==> config.mk <==
export PLATFORM = sky130hd
export DESIGN_NAME = ardt_lane
export DESIGN_NICKNAME = d
export VERILOG_FILES = /design/src/ardt_pkg.sv /design/src/ardt_lane.sv
export SDC_FILE = /design/constraint.sdc
export NUM_CORES = 1
export LEC_CHECK = 0
export BUFFER_PORTS_ARGS = -buffer_cell sky130_fd_sc_hd__buf_2
export CAP_MARGIN = 10
export CORE_UTILIZATION = 32
export DETAILED_ROUTE_END_ITERATION = 12
export PLACE_DENSITY = 0.55
export SLEW_MARGIN = 10
export SYNTH_ARGS = -nofsm -noshare
export SYNTH_HDL_FRONTEND = slang
export SYNTH_SLANG_ARGS = --single-unit
==> constraint.sdc <==
create_clock -name clk -period 13 [get_ports clk]
set_input_delay 0.65 -clock clk [delete_from_list [all_inputs] [get_ports clk]]
set_output_delay 0.65 -clock clk [all_outputs]
set_load 0.005 [all_outputs]
==> src/ardt_pkg.sv <==
// ----------------------------------------------------------------------------
// ardt_pkg
// Shared constants and types of the ambient rejecting tape detector.
// ----------------------------------------------------------------------------
package ardt_pkg;

    localparam int SENSOR_COUNT    = 7;
    localparam int SAMPLES_LOG2    = 1;
    localparam int CONFIRM_WINDOWS = 3;
    localparam int SAMPLE_BITS     = 10;

    localparam int THRESH_W   = 10;
    localparam int SUM_W      = SAMPLE_BITS + SAMPLES_LOG2;
    localparam int CMP_W      = (SUM_W > THRESH_W) ? SUM_W : THRESH_W;
    localparam int PHASE_LEN  = 1 << SAMPLES_LOG2;
    localparam int SIDX_W     = (SAMPLES_LOG2 > 0) ? SAMPLES_LOG2 : 1;
    localparam int WIN_W      = (CONFIRM_WINDOWS > 1) ? $clog2(CONFIRM_WINDOWS) : 1;
    localparam int AGREE_W    = $clog2(CONFIRM_WINDOWS + 1);
    localparam int CFG_IDX_W  = 2;

    localparam logic [THRESH_W-1:0] ON_THRESH_RESET  = THRESH_W'(8'h22);
    localparam logic [THRESH_W-1:0] OFF_THRESH_RESET = THRESH_W'(8'h35);

    typedef enum logic [CFG_IDX_W-1:0] {
        REG_ON_THRESH  = 2'd0,
        REG_OFF_THRESH = 2'd1
    } cfg_reg_t;

    typedef logic [SAMPLE_BITS-1:0] sample_t;

    // per-item control broadcast to every lane
    typedef struct packed {
        logic advance;
        logic phase;
        logic phase_end;
        logic window_done;
    } lane_ctrl_t;

endpackage

==> src/ardt_lane.sv <==
// ----------------------------------------------------------------------------
// ardt_lane
// One sensor: dark/lit accumulation, ambient subtraction, hysteresis
// threshold and confirmation count.
// ----------------------------------------------------------------------------
module ardt_lane
    import ardt_pkg::*;
(
    input  logic                clk,
    input  logic                rst_n,
    input  lane_ctrl_t          ctrl,
    input  logic [THRESH_W-1:0] on_thr,
    input  logic [THRESH_W-1:0] off_thr,
    input  sample_t             sample,
    output logic                flag_next
);

    logic [SUM_W-1:0]   dark_reg, dark_next;
    logic [SUM_W-1:0]   lit_reg, lit_next;
    logic               hyst_reg, hyst_next;
    logic [AGREE_W-1:0] agree_reg, agree_next;
    logic               flag_reg;

    logic [SUM_W-1:0]    dark_sum;
    logic [SUM_W-1:0]    lit_sum;
    logic [SUM_W-1:0]    lit_avg;
    logic [SUM_W-1:0]    diff;
    logic [THRESH_W-1:0] thr;
    logic                tape;
    logic [AGREE_W-1:0]  agree_inc;

    always_comb
    begin
        dark_sum  = dark_reg + SUM_W'(sample);
        lit_sum   = lit_reg + SUM_W'(sample);
        lit_avg   = lit_sum >> SAMPLES_LOG2;
        diff      = lit_avg - dark_reg;
        thr       = hyst_reg ? off_thr : on_thr;
        // negative difference reads as off tape
        tape      = (lit_avg >= dark_reg) && (CMP_W'(diff) <= CMP_W'(thr));
        agree_inc = agree_reg + AGREE_W'(tape);

        dark_next  = dark_reg;
        lit_next   = lit_reg;
        hyst_next  = hyst_reg;
        agree_next = agree_reg;
        flag_next  = flag_reg;

        if (ctrl.advance)
        begin
            if (!ctrl.phase)
            begin
                dark_next = ctrl.phase_end ? (dark_sum >> SAMPLES_LOG2) : dark_sum;
            end
            else if (!ctrl.phase_end)
            begin
                lit_next = lit_sum;
            end
            else
            begin
                dark_next = '0;
                lit_next  = '0;
                hyst_next = tape;
                if (ctrl.window_done)
                begin
                    flag_next  = (agree_inc >= AGREE_W'(CONFIRM_WINDOWS));
                    agree_next = '0;
                end
                else
                begin
                    agree_next = agree_inc;
                end
            end
        end
    end

    always_ff @(posedge clk or negedge rst_n)
    begin
        if (!rst_n)
        begin
            dark_reg  <= '0;
            lit_reg   <= '0;
            hyst_reg  <= 1'b0;
            agree_reg <= '0;
            flag_reg  <= 1'b0;
        end
        else
        begin
            dark_reg  <= dark_next;
            lit_reg   <= lit_next;
            hyst_reg  <= hyst_next;
            agree_reg <= agree_next;
            flag_reg  <= flag_next;
        end
    end

endmodule

==> run summary <==
=================================================================================
Count of port buffers added during placement                                   36
Ant diodes                                                                      0
Status                                                                  completed
Endpoints failing hold                                                          0
Largest incremental delay on the critical path                            0.46 ns
Count of unresolved DRC violations after routing                                0
Dominant cell type by area after synthesis                                dfrtp_1
Clk Latency, worst-skew pair                                              0.28 ns
Wire length reported by the detailed router                               6820 um
Post-cts repair resize count                                                    0
CP most frequent cell                                                        ha_1
Max-slew headroom at the worst pin                                          0.488
First DRT Iteration DRCs                                                      120
Cts-stage hold buffer count                                                     0
Post-Synthesis Cells                                                          333
Data arrival time of the critical path                                    5.53 ns
Initial antenna violation count                                                 0
Worst ir drop on vdd                                                  0.0000787 V
Number of warnings reported in the yosys synthesis log                          0
Category of the worst setup path launch point                          input port
Overall track demand over capacity in global routing                        0.160
Routed wire length per instance                                           14.4 um
Maximum Capacitance Violations                                                  0
Area of the mapped netlist                                             2830 sq um
Via count of the routed design                                               2495
Count of standard-cell rows                                                    33
CTS tree                                                                      yes
FF-to-FF End                                                         agree_reg[1]$_DFFE_PN0P_
Number of buffers on the longest clock path                                     2
Detail Placement HPWL                                                     5590 um
Static leakage                                                            1.48 nW
Buffer type at the clock tree root                                       clkbuf_8
Number of cells on the worst reg-to-reg path                                   24
Via count of the first global-routing pass                                   2321
Core Box Area                                                          8380 sq um
CP bufs+invs                                                                    3
First-pass GRT wire length                                               11500 um
Layout cell share with drive strength beyond 1                              0.142
Power per cell area                                                   277 nW/um^2
Pin slew with the least headroom to its limit                            0.764 ns
Final worst clock skew                                                  0.0113 ns
Final #Nets                                                                   448
Number of sinks driven by the clock tree                                       26
Initial DRT Pass Iterations                                                     4
Total negative setup slack                                                   0 ns
Number of levels the H-tree was split into                                      1
Critical path data required time                                         12.35 ns
EDFF count, synth                                                               0
Die outline area                                                       9220 sq um
Number of slew-limit violations in the final report                             0
Ys flop type                                                              dfrtp_1
Maximum number of pins on one net before global-route repair                   27
Relative area change from synthesis to final layout                         12.6%
Unrepaired setup endpoints after global routing                             false
Height of the die                                                         96.0 um
Type of element capturing the critical path                            output pin
Worst Hold Class                                                     input port to asynchronous set/reset pin
Placer Congestion                                                           0.827
Ports                                                                          37
Setup slack of the worst register-to-register path                        7.89 ns
Starting density of the core                                                0.338
Largest cells by area after synthesis                                dfrtp_1 (23%), ha_1 (18%), xnor2_1 (4.6%), nor2_1 (4.4%), a21oi_1 (4.2%)
Count of unique library cells instantiated by Yosys                            48
Tmin final                                                                6.18 ns
Average footprint of a synthesized cell                                8.50 sq um
Routed via count divided by cell count                                       5.29
Setup repair bufs after CTS                                                     0
Number of buffers created by CTS                                                3
Fraction of the cycle the final worst path needs                            0.475
Beginning of the worst register-to-register path                     lit_reg[0]$_DFFE_PN0P_
Flip-flop and latch count after synthesis                                      26
Clock slew seen by the registers of the worst setup and hold paths        0.11 ns
Largest delay share family, worst path                               compound AO/OA/AOI/OAI gates
Maximum frequency from static timing analysis                           0.162 GHz
Net count of the mapped netlist                                               413
Worst slack after detailed placement                                      6.87 ns
Die Width                                                                 96.0 um
Crit path max-delay cell type                                           a2111oi_0
Sequential cell area fraction in the yosys report                           0.230
Routed Antenna Nets                                                             0
Final global-route overflow total                                               0
Endpoints failing setup                                                         0
Largest fanout on the critical path                                             5
Final worst slack                                                         6.82 ns
Category of the most critical setup path                             input port to output pin
FFs w/ async S/R, synth                                                      1.00
Fraction of synthesized cell area taken by the top area cell type           0.230
=================================================================================
[stage by stage]
step | area (sq um) | instances | power [mW] | util | hold WS, ns
final | 3190 | 472 | 0.882 | 0.380 | 0.366
after global routing | 3190 | 472 | 0.995 | 0.380 | 0.411
after CTS | 3190 | 472 | 0.886 | 0.380 | 0.390
after detailed placement | 3120 | 468 | 0.808 | 0.372 | 0.482
after global placement | 3120 | 468 | 0.804 | 0.372 | 0.476
after floorplan | 2830 | 333 | 0.670 | - | 0.354
[cell usage after synthesis (all sizes together), types with 6 or more instances]
| cell | number |
|---|---|
| ha | 41 |
| nor2 | 33 |
| o21ai | 30 |
| nand2 | 28 |
| a21oi | 26 |
| dfrtp | 26 |
| inv | 22 |
| xnor2 | 15 |
| mux2i | 11 |
| a22o | 9 |
| nor3 | 9 |
| o21a | 7 |
| nor2b | 6 |
[logic make-up (layout without fill, tap and decap cells)]
| logic type | Yosys count | count (layout) | synth area share |
|---|---|---|---|
| buffers and inverters | 28 | 62 | 0.0380 |
| muxes | 13 | 13 | 0.0469 |
| and+or+nand+nor | 93 | 93 | 0.149 |
| adders and majority gates | 44 | 44 | 0.203 |
| AOI/OAI and AO/OA | 109 | 109 | 0.272 |
| xor gates and xnor gates | 20 | 20 | 0.0619 |
| DFF | 26 | 26 | 0.230 |
[area by class of cell]
cell class	instances	area, sq um
flip-flops and latches	26	651
clock buffers	3	41.3
well taps	105	131
inverters	22	82.6
fillers	881	5190
clock inverters	1	30.0
repair buffers	36	180
multi-input cells	279	2070
[per-layer routing]
layer	vias to the layer above	share of wire	GRT usage
met3	8	0.036	0.0237
li1	1293	-	-
met5	-	0	0
met1	1147	0.51	0.228
met4	0	0.012	0.0311
met2	47	0.44	0.254
[power breakdown]
| part | internal (mW) | leakage [nW] | total, mW | switching (mW) |
|---|---|---|---|---|
| combinational | 0.306 | 1.11 | 0.679 | 0.373 |
| clock | 0.0413 | 0.0357 | 0.0703 | 0.0290 |
| sequential | 0.107 | 0.336 | 0.133 | 0.0253 |
| total | 0.455 | 1.48 | 0.882 | 0.427 |
[worst max-delay path by stage]
stage,cells after the start,start,endpoint,slack [ns]
after global routing,25,sample[0],flag_next,6.44
after global placement,25,sample[0],flag_next,7.03
after detailed placement,25,sample[0],flag_next,6.87
after CTS,25,sample[0],flag_next,6.84
after floorplan,23,sample[0],flag_next,7.58
final,25,sample[0],flag_next,6.82
[cells in the final DEF, fill, tap and decap left out, types with 5 or more instances in the layout]
cell type / synthesis / routed
a21oi_1: 24 / 24
a221o_1: 5 / 5
a22o_1: 9 / 9
buf_2: 2 / 36
dfrtp_1: 26 / 26
ha_1: 41 / 41
inv_1: 22 / 22
mux2i_1: 11 / 11
nand2_1: 28 / 28
nand3_1: 5 / 5
nor2_1: 33 / 33
nor2b_1: 5 / 5
nor3_1: 9 / 9
o21a_1: 7 / 7
o21ai_0: 23 / 23
o21ai_1: 7 / 7
xnor2_1: 15 / 15
xor2_1: 5 / 5
(Power assumes the default switching activity.)
